<file path="src/design/small_integer_set_ordered_top_macros.svh">
// Assertion macros for the ordered small-integer set.
// Taken in by the top level; no other dependencies.
`ifndef SMALL_INTEGER_SET_ORDERED_TOP_MACROS_SVH
`define SMALL_INTEGER_SET_ORDERED_TOP_MACROS_SVH

`ifndef ASSERT_OFF
// same-cycle implication, checked out of reset
`define SISORD_ASSERT_IMPL(label, clk, rst_n, ante, cons) \
  label: assert property (@(posedge clk) disable iff (!rst_n) (ante) |-> (cons)) \
    else $error("sisord assertion failed");
// next-cycle implication, checked out of reset
`define SISORD_ASSERT_NEXT(label, clk, rst_n, ante, cons) \
  label: assert property (@(posedge clk) disable iff (!rst_n) (ante) |=> (cons)) \
    else $error("sisord assertion failed");
`else
`define SISORD_ASSERT_IMPL(label, clk, rst_n, ante, cons)
`define SISORD_ASSERT_NEXT(label, clk, rst_n, ante, cons)
`endif

`endif

</file>
<file path="src/design/sisord_pkg.sv">
// Shared types and constants for the ordered small-integer set.
// No dependencies; used by the controller, datapath and top level.
`default_nettype none

package sisord_pkg;

  localparam int unsigned SET_SIZE_DEF = 32;
  localparam int unsigned CNT_W        = 6;

  // request type codes
  localparam logic [2:0] REQ_ADD    = 3'd0;
  localparam logic [2:0] REQ_REMOVE = 3'd1;
  localparam logic [2:0] REQ_CHECK  = 3'd2;
  localparam logic [2:0] REQ_TOGGLE = 3'd3;
  localparam logic [2:0] REQ_FILL   = 3'd4;
  localparam logic [2:0] REQ_CLEAR  = 3'd5;

  // result status codes
  localparam logic [1:0] ST_OK    = 2'd0;
  localparam logic [1:0] ST_RANGE = 2'd1;
  localparam logic [1:0] ST_ARG   = 2'd2;

  typedef struct packed {
    logic [2:0] req_type;
    logic [7:0] value;
  } req_t;

  typedef struct packed {
    logic [1:0]       status;
    logic             is_member;
    logic [CNT_W-1:0] member_count;
    logic [CNT_W-1:0] element;
    logic             element_valid;
    logic             last;
  } rsp_t;

  // controller -> datapath commands
  typedef struct packed {
    logic latch;
    logic insert;
    logic srch_init;
    logic srch;
    logic srch_fin;
    logic fill_init;
    logic fill;
    logic clear;
    logic emit_init;
    logic emit;
    logic single;
  } ctl_cmd_t;

  // datapath -> controller status
  typedef struct packed {
    logic bad;
    logic single;
    logic ins;
    logic del;
    logic fill;
    logic clear;
    logic srch_done;
    logic fill_done;
    logic emit_done;
    logic single_done;
  } dp_stat_t;

endpackage

`default_nettype wire

</file>
<file path="src/design/sisord_ctrl.sv">
// Sequencing state machine for the ordered small-integer set.
// Depends on sisord_pkg for the command and status structs.
`default_nettype none

module sisord_ctrl (
  input  wire                  clk_i,
  input  wire                  rst_ni,
  input  wire                  in_valid_i,
  output logic                 in_ready_o,
  input  sisord_pkg::dp_stat_t stat_i,
  output sisord_pkg::ctl_cmd_t cmd_o
);
  import sisord_pkg::*;

  typedef enum logic [5:0] {
    S_IDLE   = 6'b000001,
    S_EXEC   = 6'b000010,
    S_SEARCH = 6'b000100,
    S_FILL   = 6'b001000,
    S_EMIT   = 6'b010000,
    S_SINGLE = 6'b100000
  } state_e;

  state_e state_q, state_d;

  // next state and commands
  always_comb begin
    state_d    = state_q;
    cmd_o      = '0;
    in_ready_o = 1'b0;
    case (state_q)
      S_IDLE: begin
        in_ready_o = 1'b1;
        if (in_valid_i) begin
          cmd_o.latch = 1'b1;
          state_d     = S_EXEC;
        end
      end
      S_EXEC: begin
        if (stat_i.bad) begin
          state_d = S_IDLE;
        end else if (stat_i.single) begin
          state_d = S_SINGLE;
        end else if (stat_i.fill) begin
          cmd_o.fill_init = 1'b1;
          state_d         = S_FILL;
        end else if (stat_i.del) begin
          cmd_o.srch_init = 1'b1;
          state_d         = S_SEARCH;
        end else begin
          cmd_o.insert    = stat_i.ins;
          cmd_o.clear     = stat_i.clear;
          cmd_o.emit_init = 1'b1;
          state_d         = S_EMIT;
        end
      end
      S_SEARCH: begin
        cmd_o.srch = 1'b1;
        if (stat_i.srch_done) begin
          cmd_o.srch_fin  = 1'b1;
          cmd_o.emit_init = 1'b1;
          state_d         = S_EMIT;
        end
      end
      S_FILL: begin
        cmd_o.fill = 1'b1;
        if (stat_i.fill_done) begin
          cmd_o.emit_init = 1'b1;
          state_d         = S_EMIT;
        end
      end
      S_EMIT: begin
        cmd_o.emit = 1'b1;
        if (stat_i.emit_done) begin
          state_d = S_IDLE;
        end
      end
      S_SINGLE: begin
        cmd_o.single = 1'b1;
        if (stat_i.single_done) begin
          state_d = S_IDLE;
        end
      end
      default: begin
        state_d = S_IDLE;
      end
    endcase
  end

  always_ff @(posedge clk_i or negedge rst_ni) begin
    if (!rst_ni) begin
      state_q <= S_IDLE;
    end else begin
      state_q <= state_d;
    end
  end

endmodule

`default_nettype wire

</file>
<file path="config.mk">
export PLATFORM = sky130hd
export DESIGN_NAME = sisord_ctrl
export DESIGN_NICKNAME = d
export VERILOG_FILES = /design/src/design/small_integer_set_ordered_top_macros.svh /design/src/design/sisord_pkg.sv /design/src/design/sisord_ctrl.sv
export SDC_FILE = /design/constraint.sdc
export NUM_CORES = 1
export LEC_CHECK = 0
export BUFFER_PORTS_ARGS = -buffer_cell sky130_fd_sc_hd__buf_2
export CAP_MARGIN = 0
export CORE_MARGIN = 1.5
export CORE_UTILIZATION = 27
export CTS_CLUSTER_DIAMETER = 40
export DETAILED_ROUTE_END_ITERATION = 16
export MAX_ROUTING_LAYER = met4
export PLACE_DENSITY_LB_ADDON = 0.05
export SETUP_SLACK_MARGIN = 0.15
export SLEW_MARGIN = 20
export SYNTH_ARGS = -nofsm -noshare
export SYNTH_HDL_FRONTEND = slang
export SYNTH_SLANG_ARGS = --single-unit
</file>
<file path="constraint.sdc">
create_clock -name clk_i -period 2.55 [get_ports clk_i]
set_clock_uncertainty 0.2 [all_clocks]
set_input_delay 0.1275 -clock clk_i [delete_from_list [all_inputs] [get_ports clk_i]]
set_output_delay 0.1275 -clock clk_i [all_outputs]
set_load 0.01 [all_outputs]
</file>
==> flow_summary.ini, run 1 <==
[finish]
layout-drive-gt1-share = 0.420
reg.largest.list = state_q: 6 flops
layout.nets = 95
num_antenna_cells = 0
fin_area_um2 = 681
syn_to_final_growth_pct = 53.7
largest_reg_flops = 6
top_register = state_q

[min_path]
min_path_type = in2async

[cts]
cts.sink_count = 6
clockBufferDepth = 2
clockRootBuffer = clkbuf_4
clk_latency_ns = 0.25
clkTransAtPathRegs_ns = 0.05
cts_tree = built
cts_htree_levels = 1
cts_made_buffers = 3
cts_setup_buffers = 0

[critical_path]
cp.arrival_ns = 1.94
crit_required_ns = 2.22
crit_fanout = 6
critPathLaunchType = flop
crit_path_end_kind = output port
reg2reg_slack_ns = 0.56
criticalPathCategory = reg2out

[yosys]
ys_top_cells_by_area = dfrtp_1, and2_1, nand2b_1
synth_top_family_by_area = simple AND/OR/NAND/NOR gates
synth_top_area_frac = 0.282
post-synth-top-count-cell = and2_1
yosys_warnings = 0
synth_fa_ha_area_frac = 0
yosysSeqAreaShare = 0.342
synthMuxAreaShare = 0
synth.largest_area_cell = dfrtp_1
synth_compound_area_frac = 0.0876
netlist_area_um2 = 443
synth_async_sr_flop_share = 1.00
synth_nets = 60
synth_common_cells = and2_1, dfrtp_1, nand2b_1
yosys_most_used_dff = dfrtp_1
yosys.area_share.simple = 0.554
synth_area_per_cell_um2 = 9.42
syn_inst = 47
synth_cell_types = 23
synth_edf_count = 0
synth_xor_area_frac = 0
synth-seq-cells = 6

[routing]
ant_nets = 0
routedWlPerCell_um = 12.1
vias = 487
drcViolationCount = 0
dr.pass1.iters = 2
vias_per_cell = 5.02
drt-initial-drc-count = 6
routed_wl_um = 1180

[floorplanning]
initial_core_util = 0.291
core_area_um2 = 1520
fp.dieW_um = 43.5
die_h_um = 43.5
io_pins = 25
rows = 14
die-area_um2 = 1890

[grt]
grt_max_degree = 8
antenna_found_initial = 0
grt_pass1_vias = 479
grt_overflow = 0
grt_pass1_wl_um = 2010
grt_usage = 0.148

[pwr]
leakage_nw = 0.344
powerDensity_nw_per_um2 = 589
power.total_w = 0.000401
vdd_drop_max_mv = 0.259

[timing]
finalSetupViolCount = 0
post-route-min-period_ns = 2.27
fin_tns_setup_ns = 0
report.final.slew_viol_count = 0
rsz0062_at_grt = no
max_slew_margin = 0.818
worstMarginPinSlew_ns = 0.272
hold_viol_final = 0
timing.fmax_ghz = 0.440
post-route-period-util = 0.890

[placement]
gp_congestion = 0.708
hpwl_um = 929
placed_cell_area_um2 = 576
io_buffers = 24

[run]
cap_violations = 0

[run_status]
status = finished clean
## power by group
group | switching (W) | internal (W) | leakage (nW)
Sequential | 0.0000286 | 0.000118 | 0.0792
Clock | 0.0000350 | 0.0000593 | 0.0150
Combinational | 0.0000722 | 0.0000876 | 0.250
## through the flow
step	hold WS (ns)	std cells	setup slack (ns)	util
after global routing	0.0381	97	0.171	0.447
after floorplan	-0.368	47	0.572	-
final	0.0290	97	0.280	0.447
after detailed placement	-0.238	86	0.507	0.378
after global placement	-0.239	86	0.503	0.378
after CTS	0.0230	97	0.228	0.441
## cells in the final DEF, fill, tap and decap left out, drive strengths merged, types with 2 or more instances in the layout
| cell type | n |
|---|---|
| and2 | 6 |
| nand2b | 5 |
| clkbuf | 4 |
| nor3b | 4 |
| buf | 24 |
| or4 | 3 |
| nor2 | 4 |
| or4b | 3 |
| nor2b | 2 |
| nand2 | 2 |
| dlygate4sd3 | 7 |
| dfrtp | 5 |
## worst paths after layout
check                                   to  depth (start not counted)  startpoint
worst min register to register  state_q[0]                          2  state_q[4]
worst max-delay path              cmd_o[2]                          4  state_q[2]
worst max register to register  state_q[0]                          4  state_q[2]
min in group clk_i              state_q[3]                          3   stat_i[5]
max in group asynchronous       state_q[0]                          2      rst_ni
worst min-delay path            state_q[3]                          2      rst_ni
## repair_timing
item / 4_1_cts / 5_1_grt
hold buffers: 7 / 0
resized for setup: 0 / 1
endpoints found under the setup margin: 0 / 3
hold endpoints to repair: 12 / 0
## layer usage
layer,track usage,vias to the layer above,part of all wire
li1,-,242,-
met1,0.177,231,0.48
met2,0.230,14,0.47
met3,0.0167,0,0.043
met4,0.103,0,0
met5,-,-,0
## logic make-up after synthesis
family	count (synthesis)
AO/OA/AOI/OAI	5
AND/OR/NAND/NOR	35
buffers and inverters	1
flip-flops	6
## worst max-delay path, cell delays in order (launching register included)
cell and delay (ns):
dfrtp_1 0.43, or4_1 0.67, nor4b_4 0.30, a221o_2 0.17, buf_2 0.12
## layout make-up
type                            count  area, um2
Fill cell                         146        843
Tap cell                           16       20.0
Timing Repair Buffer               31        190
Sequential cell                     6        151
Clock buffer                        4       26.3
Multi-Input combinational cell     40        293
Note: power is estimated with default switching activity, not from simulation.
==> inputs of run 2 (changes only) <==
- RECOVER_POWER: default -> 50
==> run 2 against run 1 <==
Against the previous run: sequential cell count is the same; count of clock-buffer cells in the layout is the same; sequential share of layout area grew 0.25 points; global-route usage is the same; critical path depth is the same; sequential power is essentially flat; final cell count is the same; routed wire length shrank 0.17%; core utilization shrank 0.49 points; power shrank 2.0%; critical path type unchanged; critical endpoint unchanged.
==> flow_summary.ini, run 2 (synthesized netlist as in run 1, its figures left out) <==
[placement]
io_buffers = 24
hpwl_um = 929
gp_congestion = 0.708

[grt]
grt_pass1_wl_um = 2010
use_met3 = 0.0167
grtUsageMet1 = 0.177
grt-busiest-layer = met2
grt_use_met2 = 0.230
grt_overflow = 0
grt_usage = 0.148
antenna_found_initial = 0
grt_max_degree = 8
grt_pass1_vias = 479

[finish]
num_antenna_cells = 0
final_common_cell = buf_2
top_register = state_q
largest_reg_flops = 6
reg.largest.list = state_q: 6 flops
layout-drive-gt1-share = 0.370
syn_to_final_growth_pct = 52.0
fill_cells = 149
final_cell_mix = buf_2, dlygate4sd3_1, nand2b_1, dfrtp_1
layout.nets = 95
fin_util = 0.442

[timing]
report.final.slew_viol_count = 0
timing.fmax_ghz = 0.441
finalSetupViolCount = 0
worstMarginPinSlew_ns = 0.345
rsz0062_at_grt = no
hold_viol_final = 0
post-route-min-period_ns = 2.27
post-route-period-util = 0.889
fin_tns_setup_ns = 0
max_slew_margin = 0.770

[cts]
cts_tree = built
clockRootBuffer = clkbuf_4
cts_setup_buffers = 0
cts_made_buffers = 3
cts.sink_count = 6
cts_htree_levels = 1
clkTransAtPathRegs_ns = 0.05
clk_latency_ns = 0.25
clockBufferDepth = 2

[floorplanning]
die-area_um2 = 1890
io_pins = 25
initial_core_util = 0.291
fp.dieW_um = 43.5
rows = 14
die_h_um = 43.5
core_area_um2 = 1520

[critical_path]
critPathLaunchType = flop
regToRegStartpoint = state_q[2]
crit_required_ns = 2.22
reg2reg_slack_ns = 0.52
cp.arrival_ns = 1.94
startpoint = state_q[2]
endpoint = cmd_o[2]
worstRegToRegCells = 4
worstReg2RegEnd = state_q[0]
criticalPathCategory = reg2out
crit_path_end_kind = output port
crit_fanout = 6

[min_path]
hp-start = stat_i[5]
min_path_type = in2reg

[run_status]
status = finished clean

[run]
cap_violations = 0

[pwr]
vdd_drop_max_mv = 0.237
powerDensity_nw_per_um2 = 583
leakage_nw = 0.330

[routing]
drcViolationCount = 0
drt-initial-drc-count = 6
routed_wl_um = 1180
vias = 487
vias_per_cell = 5.02
routedWlPerCell_um = 12.1
dr.pass1.iters = 2
ant_nets = 0
==> run 2: area by class of cell <==
type / instances / area [um2] / area share
tap: 16 / 20.0 / 0.0297
sequential: 6 / 151 / 0.225
clock buffer: 4 / 26.3 / 0.0390
multi-input combinational: 40 / 289 / 0.429
timing repair buffer: 31 / 186 / 0.277
==> run 2: stage by stage <==
stage	setup WS (ns)	hold WS, ns	power (W)	std cells	cell area [um2]
2_1_floorplan	0.572	-0.368	0.000248	47	443
3_3_place_gp	0.503	-0.239	0.000298	86	576
3_5_place_dp	0.507	-0.238	0.000297	86	576
4_1_cts	0.228	0.0230	0.000402	97	672
5_1_grt	0.176	0.0935	0.000433	97	673
6_report	0.284	0.0462	0.000393	97	673
==> run 2: critical path, stage by stage, from the launching register on <==
cell and delay (ns):
dfrtp_1 0.43, or4_1 0.66, nor4b_4 0.30, a221o_2 0.17, buf_2 0.12
==> run 2: routing by layer <==
metal,up-vias,share of wire,routed length (um)
li1,242,-,-
met1,231,0.48,563
met2,14,0.47,558
met3,0,0.045,53
met4,0,0,0
met5,-,0,0
==> run 2: where the power goes <==
group / switching, W / internal [W] / total [W]
combinational: 0.0000725 / 0.0000805 / 0.000153
sequential: 0.0000274 / 0.000118 / 0.000145
clock: 0.0000350 / 0.0000593 / 0.0000943
total: 0.000135 / 0.000258 / 0.000393
==> run 2: worst min path at each step <==
stage / cells past startpoint / slack (ns) / end
after CTS: 3 / 0.02 / state_q[3]
after global placement: 1 / -0.24 / state_q[5]
final: 3 / 0.05 / state_q[3]
after floorplan: 0 / -0.37 / state_q[1]
after global routing: 3 / 0.09 / state_q[3]
after detailed placement: 1 / -0.24 / state_q[1]
==> run 2: timing repair <==
item,in CTS,in global routing
hold buffers,7,0
endpoints found under the hold margin,12,0
setup endpoints to repair,0,3
gates resized for setup,0,1
==> inputs of run 3 (changes only) <==
- CORE_MARGIN: 1.5 -> 1
==> run 3 against run 2 <==
Against the previous run: worst setup slack better by 0.012 ns; first-iteration DRC count unchanged; sequential power about the same; sequential share of layout area unchanged; non-clock buffer count did not move; worst hold slack lost 0.0051 ns; routed wire length is 3.4% higher; sequential cell count unchanged; combinational power barely moved; global-route usage is 0.56 points higher; register-to-register slack barely moved; core utilization unchanged.
==> flow_summary.ini, run 3 (synthesized netlist as in run 1, its figures left out) <==
[routing]
routedWlPerCell_um = 12.5
drt-initial-drc-count = 6
vias = 479
drcViolationCount = 0
vias_per_cell = 4.94
routed_wl_um = 1220
ant_nets = 0
dr.pass1.iters = 2

[cts]
clkTransAtPathRegs_ns = 0.05
cts_tree = built
cts.sink_count = 6
cts_setup_buffers = 0
cts_made_buffers = 3
clockBufferDepth = 2
cts_htree_levels = 1
clockRootBuffer = clkbuf_4
clk_latency_ns = 0.25

[floorplanning]
die_h_um = 42.5
core_area_um2 = 1520
io_pins = 25
die-area_um2 = 1810
rows = 14
fp.dieW_um = 42.5
initial_core_util = 0.291

[grt]
use_met3 = 0.0129
grt_use_met2 = 0.237
antenna_found_initial = 0
grt_max_degree = 8
grt_pass1_vias = 458
grt_overflow = 0
grt_pass1_wl_um = 1960
grt-busiest-layer = met2
grtUsageMet1 = 0.185
grt_usage = 0.153

[timing]
rsz0062_at_grt = no
post-route-min-period_ns = 2.25
post-route-period-util = 0.884
hold_viol_final = 0
report.final.slew_viol_count = 0
max_slew_margin = 0.778
fin_tns_setup_ns = 0
worstMarginPinSlew_ns = 0.332
fin_ws_ns = 0.296
finalSetupViolCount = 0
timing.fmax_ghz = 0.444
whs_ns = 0.0411

[finish]
final_cell_mix = buf_2, dlygate4sd3_1, nand2b_1, dfrtp_1
largest_reg_flops = 6
fill_cells = 162
layout.area.seq_um2 = 151
multiInputGateArea_um2 = 289
final_common_cell = buf_2
num_antenna_cells = 0
layout.nets = 95
top_register = state_q
layout-drive-gt1-share = 0.370
fin_util = 0.442
syn_to_final_growth_pct = 52.0
fin_area_um2 = 673
reg.largest.list = state_q: 6 flops

[critical_path]
critPathLaunchType = flop
critPathSlowestCell = or4_1
criticalPathCategory = reg2out
path_cells = or4_1, nor3_1, and3b_1, buf_2
slowest_delay_ns = 0.66
crit_required_ns = 2.22
cp.arrival_ns = 1.93
crit_fanout = 6
crit_path_end_kind = output port

[placement]
gp_congestion = 0.705
hpwl_um = 895
io_buffers = 24
placed_cell_area_um2 = 576
place_ws_ns = 0.512

[pwr]
leakage_nw = 0.330
powerDensity_nw_per_um2 = 584
vdd_drop_max_mv = 0.222

[min_path]
min_path_type = in2reg

[run_status]
status = finished clean

[run]
cap_violations = 0
## run 3: cell counts in the layout (fill, tap and decap cells not counted)
No cell type changed its count.
## run 3: layer usage
layer,vias up,share of wire,wire [um]
met4,0,0.016,19
met1,221,0.47,574
li1,243,-,-
met2,13,0.48,586
met3,2,0.028,34
met5,-,0,0
## run 3: final timing paths
| kind | start | to | slack, ns | cells past startpoint |
|---|---|---|---|---|
| max | state_q[2] | cmd_o[8] | 0.30 | 4 |
| min | stat_i[5] | state_q[3] | 0.04 | 3 |
| max reg2reg | state_q[2] | state_q[0] | 0.51 | 4 |
| min reg2reg | state_q[5] | state_q[0] | 0.43 | 2 |
| max in group asynchronous | rst_ni | state_q[0] | 1.76 | 2 |
| min in group asynchronous | rst_ni | state_q[4] | 0.08 | 2 |
## run 3: per-stage QoR
stage | cells | total power [W]
6_report | 97 | 0.000393
5_1_grt | 97 | 0.000426
4_1_cts | 97 | 0.000402
3_5_place_dp | 86 | 0.000296
3_3_place_gp | 86 | 0.000296
2_1_floorplan | 47 | 0.000248
## run 3: critical path: cells and delay by family, from the launching register on
kind                   cells  cell delay, ns
AND/OR/NAND/NOR            3            1.11
flip-flops                 1            0.43
buffers and inverters      1            0.14
## run 3: where the power goes
| part | internal, W | switching [W] |
|---|---|---|
| logic | 0.0000805 | 0.0000730 |
| registers | 0.000118 | 0.0000265 |
| clock network | 0.0000593 | 0.0000357 |
| total | 0.000258 | 0.000135 |
## run 3: cell type report
type,count,share of cell area
clock buffers,4,0.0390
well taps,16,0.0297
repair buffers,31,0.277
multi-input cells,40,0.429
flip-flops and latches,6,0.225
## run 3: timing repair
item | 4_1_cts | 5_1_grt
hold buffers | 7 | 0
endpoints found under the hold margin | 12 | 0
resized for setup | 0 | 1
setup endpoints to repair | 0 | 3
