**config.mk**
```make
export PLATFORM = sky130hd
export DESIGN_NAME = sisord_dp
export DESIGN_NICKNAME = d
export VERILOG_FILES = /design/src/design/small_integer_set_ordered_top_macros.svh /design/src/design/sisord_pkg.sv /design/src/design/sisord_dp.sv
export SDC_FILE = /design/constraint.sdc
export NUM_CORES = 1
export LEC_CHECK = 0
export BUFFER_PORTS_ARGS = -buffer_cell sky130_fd_sc_hd__buf_2
export CAP_MARGIN = 0
export CORE_MARGIN = 1
export CORE_UTILIZATION = 38
export DETAILED_ROUTE_END_ITERATION = 10
export GPL_TIMING_DRIVEN = 0
export PLACE_DENSITY = 0.55
export SKIP_CTS_REPAIR_TIMING = 1
export SLEW_MARGIN = 30
export SYNTH_ARGS = -nofsm -noshare
export SYNTH_HDL_FRONTEND = slang
export SYNTH_SLANG_ARGS = --single-unit
```
**constraint.sdc**
```tcl
create_clock -name clk_i -period 6.7 [get_ports clk_i]
set_clock_uncertainty 0.15 [all_clocks]
set_input_delay 0.335 -clock clk_i [delete_from_list [all_inputs] [get_ports clk_i]]
set_output_delay 0.335 -clock clk_i [all_outputs]
set_load 0.02 [all_outputs]
```
**src/design/small_integer_set_ordered_top_macros.svh**
```systemverilog
// Assertion macros for the ordered small-integer set.
// Taken in by the top level; no other dependencies.
`ifndef SMALL_INTEGER_SET_ORDERED_TOP_MACROS_SVH
`define SMALL_INTEGER_SET_ORDERED_TOP_MACROS_SVH

`ifndef ASSERT_OFF
// same-cycle implication, checked out of reset
`define SISORD_ASSERT_IMPL(label, clk, rst_n, ante, cons) \
  label: assert property (@(posedge clk) disable iff (!rst_n) (ante) |-> (cons)) \
    else $error("sisord assertion failed");
// next-cycle implication, checked out of reset
`define SISORD_ASSERT_NEXT(label, clk, rst_n, ante, cons) \
  label: assert property (@(posedge clk) disable iff (!rst_n) (ante) |=> (cons)) \
    else $error("sisord assertion failed");
`else
`define SISORD_ASSERT_IMPL(label, clk, rst_n, ante, cons)
`define SISORD_ASSERT_NEXT(label, clk, rst_n, ante, cons)
`endif

`endif

```
**src/design/sisord_pkg.sv**
```systemverilog
// Shared types and constants for the ordered small-integer set.
// No dependencies; used by the controller, datapath and top level.
`default_nettype none

package sisord_pkg;

  localparam int unsigned SET_SIZE_DEF = 32;
  localparam int unsigned CNT_W        = 6;

  // request type codes
  localparam logic [2:0] REQ_ADD    = 3'd0;
  localparam logic [2:0] REQ_REMOVE = 3'd1;
  localparam logic [2:0] REQ_CHECK  = 3'd2;
  localparam logic [2:0] REQ_TOGGLE = 3'd3;
  localparam logic [2:0] REQ_FILL   = 3'd4;
  localparam logic [2:0] REQ_CLEAR  = 3'd5;

  // result status codes
  localparam logic [1:0] ST_OK    = 2'd0;
  localparam logic [1:0] ST_RANGE = 2'd1;
  localparam logic [1:0] ST_ARG   = 2'd2;

  typedef struct packed {
    logic [2:0] req_type;
    logic [7:0] value;
  } req_t;

  typedef struct packed {
    logic [1:0]       status;
    logic             is_member;
    logic [CNT_W-1:0] member_count;
    logic [CNT_W-1:0] element;
    logic             element_valid;
    logic             last;
  } rsp_t;

  // controller -> datapath commands
  typedef struct packed {
    logic latch;
    logic insert;
    logic srch_init;
    logic srch;
    logic srch_fin;
    logic fill_init;
    logic fill;
    logic clear;
    logic emit_init;
    logic emit;
    logic single;
  } ctl_cmd_t;

  // datapath -> controller status
  typedef struct packed {
    logic bad;
    logic single;
    logic ins;
    logic del;
    logic fill;
    logic clear;
    logic srch_done;
    logic fill_done;
    logic emit_done;
    logic single_done;
  } dp_stat_t;

endpackage

`default_nettype wire

```
**src/design/sisord_dp.sv**
```systemverilog
// Datapath of the ordered small-integer set: membership bits, list memory,
// read pipeline and output register. Depends on sisord_pkg.
`default_nettype none

module sisord_dp #(
  parameter int unsigned SET_SIZE = sisord_pkg::SET_SIZE_DEF
) (
  input  wire                        clk_i,
  input  wire                        rst_ni,
  input  sisord_pkg::req_t           in_req_i,
  input  sisord_pkg::ctl_cmd_t       cmd_i,
  output sisord_pkg::dp_stat_t       stat_o,
  output logic                       out_valid_o,
  input  wire                        out_ready_i,
  output sisord_pkg::rsp_t           out_rsp_o,
  output logic [SET_SIZE-1:0]        members_o,
  output logic [sisord_pkg::CNT_W-1:0] len_o
);
  import sisord_pkg::*;

  localparam int unsigned IW = (SET_SIZE > 1) ? $clog2(SET_SIZE) : 1;
  localparam logic [CNT_W-1:0] N_C = CNT_W'(SET_SIZE);
  localparam logic [7:0] N_V = 8'(SET_SIZE);

  // list memory and read data
  logic [CNT_W-1:0] order_mem [SET_SIZE];
  logic [CNT_W-1:0] rd_data_q;

  // control state
  logic [SET_SIZE-1:0] bits_q;
  logic [CNT_W-1:0]    len_q;
  logic [CNT_W-1:0]    ptr_q;
  logic                s1_v_q, s1_last_q, found_q, o_v_q;

  // payload state
  logic [2:0]    req_q;
  logic [7:0]    val_q;
  logic [IW-1:0] j_q;
  rsp_t          rsp_q;

  logic [CNT_W-1:0] v6;
  logic [IW-1:0]    bidx;
  logic             in_range, member, has_room;
  logic [1:0]       sgl_status;
  logic             sgl_member;
  logic             out_free, s1_take, emit_issue, srch_issue, rd_en, empty_take;
  logic             srch_wr, o_load;
  logic             wr_en;
  logic [IW-1:0]    wr_addr, rd_addr;
  logic [CNT_W-1:0] wr_data;

  assign v6       = val_q[CNT_W-1:0];
  assign bidx     = IW'(v6 - CNT_W'(1));
  assign in_range = (val_q != 8'd0) && (val_q <= N_V);
  assign member   = bits_q[bidx];
  assign has_room = (len_q < N_C);

  // request decode
  always_comb begin
    stat_o     = '0;
    sgl_status = ST_OK;
    sgl_member = 1'b0;
    case (req_q)
      REQ_ADD: begin
        stat_o.single = !in_range;
        sgl_status    = ST_RANGE;
        stat_o.ins    = in_range && !member && has_room;
      end
      REQ_REMOVE: begin
        stat_o.single = !in_range;
        sgl_status    = ST_RANGE;
        stat_o.del    = in_range && member;
      end
      REQ_CHECK: begin
        stat_o.single = 1'b1;
        sgl_status    = in_range ? ST_OK : ST_RANGE;
        sgl_member    = in_range && member;
      end
      REQ_TOGGLE: begin
        stat_o.single = !in_range;
        sgl_status    = ST_RANGE;
        stat_o.ins    = in_range && !member && has_room;
        stat_o.del    = in_range && member;
      end
      REQ_FILL: begin
        stat_o.single = (val_q != 8'd0);
        sgl_status    = ST_ARG;
        stat_o.fill   = (val_q == 8'd0);
      end
      REQ_CLEAR: begin
        stat_o.single = (val_q != 8'd0);
        sgl_status    = ST_ARG;
        stat_o.clear  = (val_q == 8'd0);
      end
      default: begin
        stat_o.bad = 1'b1;
      end
    endcase

    stat_o.srch_done   = cmd_i.srch && s1_v_q && s1_last_q;
    stat_o.fill_done   = cmd_i.fill && (ptr_q == N_C - CNT_W'(1));
    stat_o.emit_done   = empty_take || (s1_take && s1_last_q);
    stat_o.single_done = cmd_i.single && out_free;
  end

  // read pipeline: memory read stage then output register
  assign out_free   = !o_v_q || out_ready_i;
  assign s1_take    = cmd_i.emit && s1_v_q && out_free;
  assign emit_issue = cmd_i.emit && (ptr_q < len_q) && (!s1_v_q || s1_take);
  assign srch_issue = cmd_i.srch && (ptr_q < len_q);
  assign rd_en      = emit_issue || srch_issue;
  assign rd_addr    = IW'(ptr_q);
  assign empty_take = cmd_i.emit && (len_q == '0) && out_free;
  assign srch_wr    = cmd_i.srch && s1_v_q && found_q;
  assign o_load     = s1_take || empty_take || stat_o.single_done;

  // write port select
  always_comb begin
    wr_en   = 1'b0;
    wr_addr = IW'(len_q);
    wr_data = v6;
    if (cmd_i.insert) begin
      wr_en = 1'b1;
    end else if (cmd_i.fill) begin
      wr_en   = 1'b1;
      wr_addr = IW'(ptr_q);
      wr_data = ptr_q + CNT_W'(1);
    end else if (srch_wr) begin
      wr_en   = 1'b1;
      wr_addr = j_q - IW'(1);
      wr_data = rd_data_q;
    end
  end

  always_ff @(posedge clk_i) begin
    if (wr_en) begin
      order_mem[wr_addr] <= wr_data;
    end
    if (rd_en) begin
      rd_data_q <= order_mem[rd_addr];
    end
  end

  // control registers
  always_ff @(posedge clk_i or negedge rst_ni) begin
    if (!rst_ni) begin
      bits_q    <= '0;
      len_q     <= '0;
      ptr_q     <= '0;
      s1_v_q    <= 1'b0;
      s1_last_q <= 1'b0;
      found_q   <= 1'b0;
      o_v_q     <= 1'b0;
    end else begin
      // membership and length
      if (cmd_i.insert) begin
        bits_q[bidx] <= 1'b1;
        len_q        <= len_q + CNT_W'(1);
      end else if (cmd_i.srch_init) begin
        bits_q[bidx] <= 1'b0;
      end else if (cmd_i.srch_fin) begin
        len_q <= len_q - CNT_W'(1);
      end else if (cmd_i.fill_init) begin
        bits_q <= '1;
        len_q  <= N_C;
      end else if (cmd_i.clear) begin
        bits_q <= '0;
        len_q  <= '0;
      end

      // position counter
      if (cmd_i.emit_init || cmd_i.srch_init || cmd_i.fill_init) begin
        ptr_q <= '0;
      end else if (rd_en || cmd_i.fill) begin
        ptr_q <= ptr_q + CNT_W'(1);
      end

      // read stage valid
      if (cmd_i.emit_init || cmd_i.srch_init) begin
        s1_v_q <= 1'b0;
      end else if (cmd_i.srch) begin
        s1_v_q <= srch_issue;
      end else if (emit_issue) begin
        s1_v_q <= 1'b1;
      end else if (s1_take) begin
        s1_v_q <= 1'b0;
      end
      if (rd_en) begin
        s1_last_q <= (ptr_q == len_q - CNT_W'(1));
      end

      // match found during removal search
      if (cmd_i.srch_init) begin
        found_q <= 1'b0;
      end else if (cmd_i.srch && s1_v_q && (rd_data_q == v6)) begin
        found_q <= 1'b1;
      end

      // output register valid
      if (o_load) begin
        o_v_q <= 1'b1;
      end else if (out_ready_i) begin
        o_v_q <= 1'b0;
      end
    end
  end

  // payload registers
  always_ff @(posedge clk_i) begin
    if (cmd_i.latch) begin
      req_q <= in_req_i.req_type;
      val_q <= in_req_i.value;
    end
    if (rd_en) begin
      j_q <= IW'(ptr_q);
    end
    if (s1_take) begin
      rsp_q.status        <= ST_OK;
      rsp_q.is_member     <= 1'b0;
      rsp_q.member_count  <= len_q;
      rsp_q.element       <= rd_data_q;
      rsp_q.element_valid <= 1'b1;
      rsp_q.last          <= s1_last_q;
    end else if (o_load) begin
      rsp_q.status        <= cmd_i.single ? sgl_status : ST_OK;
      rsp_q.is_member     <= cmd_i.single && sgl_member;
      rsp_q.member_count  <= len_q;
      rsp_q.element       <= '0;
      rsp_q.element_valid <= 1'b0;
      rsp_q.last          <= 1'b1;
    end
  end

  assign out_valid_o = o_v_q;
  assign out_rsp_o   = rsp_q;
  assign members_o   = bits_q;
  assign len_o       = len_q;

endmodule

`default_nettype wire
```
==> results of run 1 <==
cell families after synthesis:
kind of cell,share of synthesized area
DFF,0.625
AOI/OAI and AO/OA,0.107
and+or+nand+nor,0.0771
muxes,0.131
buffers and inverters,0.0270
xor gates and xnor gates,0.0176
adders and majority gates,0.0145
worst paths after layout:
check	to	depth (start not counted)	from
max reg2reg	members_o[16]	10	val_q[0]
min in group asynchronous	members_o[30]	2	rst_ni
min reg2reg	out_rsp_o[1]	2	out_rsp_o[1]
min	req_q[1]	1	cmd_i[10]
max	stat_o[7]	11	val_q[0]
max in group asynchronous	len_o[3]	2	rst_ni
report_power, final:
part	internal, mW	switching [mW]
registers	2.07	0.109
logic	0.343	0.587
clock network	1.03	0.738
total	3.44	1.43
flip-flops by register name, summed over array words and instances (netlist names):
| name | cells |
|---|---|
| out_rsp_o | 17 |
| len_o | 6 |
| s1_last_q | 1 |
| rd_data_q | 6 |
| ptr_q | 6 |
| found_q | 1 |
| members_o | 32 |
| s1_v_q | 1 |
| j_q | 5 |
| val_q | 8 |
| out_valid_o | 1 |
| order_mem | 192 |
| req_q | 3 |
placed cells by master (no fill, tap or decap), types with 7 or more instances in the layout:
master,Yosys,layout
nand3_1,13,13
edfxtp_1,227,227
dfrtp_1,48,48
nor2b_1,7,7
o211ai_1,16,16
buf_4,8,9
a22oi_1,10,10
inv_1,22,22
a211oi_1,11,11
nor2_1,71,71
o21ai_0,30,29
dlygate4sd3_1,0,14
nand2_1,31,31
mux4_2,68,68
a311oi_1,12,12
ha_1,15,15
xor2_1,11,11
xnor2_1,15,15
a21oi_1,50,47
buf_2,10,98
a21o_1,8,8
nor3_1,10,10
or3_1,10,10
mux2_2,8,8
mux2i_1,8,8
and2_1,21,21
clkbuf_16,0,34
clkbuf_1,30,40
a41oi_1,9,8
o22ai_1,8,8
stage by stage:
stage	worst slack [ps]	area (µm²)	hold slack, ps	utilization
final	2490	15300	33.6	0.458
after detailed placement	3010	14100	281	0.420
after CTS	2410	15200	-291	0.453
after global routing	2230	15300	26.8	0.458
after global placement	1860	14000	307	0.416
after floorplan	3590	13000	-111	-
final cells by class:
class	instances	area, µm²	share of cell area
sequential	279	8100	0.528
multi-input combinational	520	4560	0.297
clock buffer	47	930	0.0606
timing repair buffer	108	681	0.0444
tap	448	561	0.0365
buffer	56	269	0.0175
clock inverter	14	165	0.0108
inverter	22	82.6	0.00538
routing by layer:
layer  up-vias  GRT usage  share of wire
met3        54     0.0339          0.061
met5         -          0              0
met2       263      0.302           0.46
li1       3757          -              -
met4         0     0.0504          0.021
met1      4199      0.271           0.45
==> flow_summary.json, run 1 <==
{
  "synth_most_common_cell": "edfxtp_1",
  "grt_pass1_vias": 8270,
  "die_y_um": 187,
  "fp.dieW_um": 187,
  "fillers": 3007,
  "syn_avg_cell_area_um2": 14.8,
  "crit_family": "buffers and inverters",
  "htree_levels": 2,
  "outcome": "complete, no violations",
  "ios": 91,
  "fin_nets": 1061,
  "power_mw": 4.87,
  "grt_start_max_net_pins": 49,
  "grt_pass1_wl_mm": 50.7,
  "ant_nets": 0,
  "port_buffers": 89,
  "final_max_slew_viol_count": 0,
  "hpwl_mm": 23.3,
  "tightest_slew_ps": 937,
  "initial_core_util": 0.386,
  "clock-sinks": 279,
  "ys_warn_count": 0,
  "cpMaxStageDelayCell": "mux4_2",
  "ys_types": 67,
  "yosysTopAreaCell": "edfxtp_1",
  "criticalPathCategory": "flop to output pin",
  "std_cell_rows": 67,
  "syn_area_um2": 13000,
  "numCtsBuffers": 34,
  "path_common_cell": "buf_4",
  "fp.dieArea_um2": 34800,
  "grt_use_total": 0.191,
  "core_um2": 33500,
  "path_cells": "buf_4 > buf_4 > inv_1 > ha_1 > clkbuf_1 > mux4_2 > mux2i_1 > o21ai_0 > nand4_1 > nor4b_2 > buf_2",
  "clock.fmax_ghz": 0.237,
  "vdd_drop_max_uv": 201,
  "critical_path.max_stage_delay_ps": 580,
  "hold_viol": 0,
  "synth_edf_count": 227,
  "drt_first_pass_iters": 5,
  "area_growth_pct": 18.5,
  "cp-start-kind": "flop",
  "worst-path-buf-inv": 5,
  "path_max_fanout": 10,
  "tns_ps": 0,
  "hp-class": "input port to flop",
  "cts_tree": "done",
  "drv_cap": 0,
  "layout-drive-gt1-share": 0.247,
  "clockBufferDepth": 3,
  "route.detailed.drc": 0,
  "critPathRequiredTime_ps": 6210,
  "finalCritPeriodShare": 0.629,
  "drtIter0Drc": 669,
  "powerDensity_nw_per_um2": 318,
  "fin_crit_ps": 4210,
  "yosys-top-cells-count": "227 x edfxtp_1, 71 x nor2_1, 68 x mux4_2",
  "diodes": 0,
  "clkLatencyLatePin_ps": 530,
  "synth_top_area_frac": 0.526,
  "yosys-top-cells-area": "edfxtp_1 53%, mux4_2 12%, dfrtp_1 9.3%",
  "num_vias": 8273,
  "ys_seq_elements": 279,
  "crit_arrival_ps": 3730,
  "r2r_setup_slack_ps": 3380,
  "synth_fp_nets": 917,
  "clk_pin_slew_ps": 50,
  "async_reset_ff_frac": 0.172,
  "avgRoutedWirePerCell_um": 22.1,
  "layout.cells.non_filler": 1494,
  "setup_viol_count_final": 0,
  "endpoint_kind": "output pin",
  "gp_congestion": 0.840,
  "slew_headroom": 0.371,
  "synthFlopType": "edfxtp_1",
  "synth-seq-area-share": 0.625,
  "cts-root-buf": "clkbuf_16",
  "p_leak_nw": 5.31,
  "placed_cells": 1418,
  "grt.overflow.total": 0,
  "viasPerCell": 5.54,
  "rsz0062_at_grt": "false",
  "synthCells": 877,
  "antenna_found_initial": 0,
  "wl_mm": 33.0
}
No activity file was read; power rests on OpenSTA's default activity.
==> run 2: changes to the inputs <==
ABC_AREA = 1   (was unset)
clock period = 3.9 ns   (was 6.7 ns; I/O delays follow)
==> flow_summary.json, run 2 <==
{
  "outcome": "finished with violations",
  "violations": "negative hold slack",
  "placedInstanceArea_um2": 14900,
  "mostFrequentLayoutCells": "445 x nand2_1, 227 x edfxtp_1, 164 x nor2_1",
  "port_buffers": 89,
  "tightest_slew_ps": 790,
  "synth_edf_count": 227,
  "p_leak_nw": 6.73,
  "drt_first_pass_iters": 6,
  "hp-class": "input port to flop",
  "wl_mm": 39.8,
  "regMostFlops": "order_mem",
  "drtIter0Drc": 912,
  "largest_reg_flops": 192,
  "area_growth_pct": 17.5,
  "drv_cap": 0,
  "mostFrequentLayoutCell": "nand2_1",
  "path_cells": "buf_2 > inv_1 > buf_4 > buf_4 > ha_1 > inv_1 > nor2_4 > nand3_1 > nand2_4 > buf_4 > nand3_1 > a21oi_1 > buf_2",
  "fin_nets": 1677,
  "synth_top_area_frac": 0.499,
  "r2r_setup_slack_ps": 630,
  "synthCells": 1484,
  "yosys-top-cells-area": "edfxtp_1 50%, nand2_1 12%, dfrtp_1 8.8%",
  "async_reset_ff_frac": 0.172,
  "criticalPathCategory": "flop to output pin",
  "route.detailed.drc": 0,
  "clock-sinks": 279,
  "gp_congestion": 0.877,
  "crit_arrival_ps": 3320,
  "fp.dieW_um": 192,
  "fin_crit_ps": 3660,
  "synth_top_family_by_area": "simple AND/OR/NAND/NOR gates",
  "syn_avg_cell_area_um2": 9.21,
  "synth_fa_ha_area_frac": 0.0137,
  "viasPerCell": 5.25,
  "grt_pass1_vias": 10500,
  "avgRoutedWirePerCell_um": 18.8,
  "layout-drive-gt1-share": 0.136,
  "antenna_found_initial": 0,
  "vdd_drop_max_uv": 340,
  "endpoint_kind": "output pin",
  "final_util": 0.453,
  "core_um2": 35500,
  "setup_slack_ps": 236,
  "critical_path.max_stage_delay_ps": 430,
  "htree_levels": 1,
  "ys_seq_elements": 279,
  "path_common_cell": "buf_4",
  "synthFlopType": "edfxtp_1",
  "clk_pin_slew_ps": 60,
  "numCtsBuffers": 31,
  "clock.fmax_ghz": 0.273,
  "ys_warn_count": 0,
  "powerDensity_nw_per_um2": 502,
  "ant_nets": 0,
  "fp.dieArea_um2": 36700,
  "dp_slack_ps": 660,
  "hold_viol": 5,
  "stdcell_area_um2": 16100,
  "diodes": 0,
  "grt_pass1_wl_mm": 60.9,
  "crit_family": "buffers and inverters",
  "path_max_fanout": 11,
  "layout.cells.non_filler": 2121,
  "grt.overflow.total": 0,
  "synth_compound_area_frac": 0.0953,
  "synth-simple-area-share": 0.238,
  "finalCritPeriodShare": 0.940,
  "clkLatencyLatePin_ps": 580,
  "clockBufferDepth": 3,
  "grt_start_max_net_pins": 49,
  "yosys-top-cells-count": "445 x nand2_1, 227 x edfxtp_1, 164 x nor2_1",
  "syn_area_um2": 13700,
  "yosysTopAreaCell": "edfxtp_1",
  "ios": 91,
  "synth_fp_nets": 1524,
  "std_cell_rows": 69,
  "initial_core_util": 0.385,
  "synth-seq-area-share": 0.592,
  "slew_headroom": 0.473,
  "cts-root-buf": "clkbuf_16",
  "cpMaxStageDelayCell": "edfxtp_1",
  "cts_tree": "done",
  "critPathRequiredTime_ps": 3560,
  "synth_xor_area_frac": 0.00577,
  "die_y_um": 192,
  "whs_ps": -17.1,
  "power_mw": 8.07,
  "placed_cells": 2044,
  "final_max_slew_viol_count": 0,
  "setup_viol_count_final": 0,
  "ys_types": 42,
  "worst-path-buf-inv": 7,
  "synth_most_common_cell": "nand2_1",
  "synth.area.mux_share": 0,
  "cp-start-kind": "flop",
  "rsz0062_at_grt": "false",
  "num_vias": 11100,
  "hpwl_mm": 28.3,
  "grt_use_total": 0.217
}
run 2: cells by family after synthesis:
| group | after synthesis |
|---|---|
| xor+xnor | 9 |
| buf+inv | 181 |
| compound gates | 227 |
| simple gates | 773 |
| flops | 279 |
| fa+ha+maj | 15 |
run 2: metrics by stage:
| stage | TNS, ps | hold slack [ps] |
|---|---|---|
| CTS | 0 | -456 |
| floorplan | 0 | -251 |
| detailed placement | 0 | 158 |
| finish | 0 | -17.1 |
| global placement | -137950 | 223 |
| global route | 0 | 13.9 |
run 2: worst paths after layout:
check / startpoint / endpoint / cells past startpoint
max reg2reg: ptr_q[0] / s1_v_q / 13
min in group asynchronous: rst_ni / len_o[5] / 2
max: val_q[0] / stat_o[6] / 13
max in group asynchronous: rst_ni / members_o[6] / 2
min: cmd_i[2] / ptr_q[5] / 6
min reg2reg: out_rsp_o[1] / out_rsp_o[1] / 2
run 2: per-layer routing:
layer | track usage | routed length, µm | up-vias
li1 | - | - | 5325
met1 | 0.306 | 18400 | 5355
met2 | 0.352 | 18100 | 393
met3 | 0.0272 | 2320 | 66
met4 | 0.0540 | 917 | 0
met5 | 0 | 0 | -
run 2: where the power goes:
part	switching, mW	internal [mW]
registers	0.188	3.51
logic	1.09	0.470
clock network	1.22	1.60
run 2: layout make-up:
type                    count  area [µm²]
plain buffers              71         335
clock buffers              37         798
clock inverters            19         168
fillers                  3389       19400
inverters                 109         414
multi-input cells        1024        4870
flip-flops and latches    279        8100
well taps                 461         577
repair buffers            121         810
run 2: tightest hold or removal path: stages:
cell,delay (ps)
buf_2,80
nor2_1,30
inv_1,70
nor2_1,120
nand3_1,100
o21ai_0,70
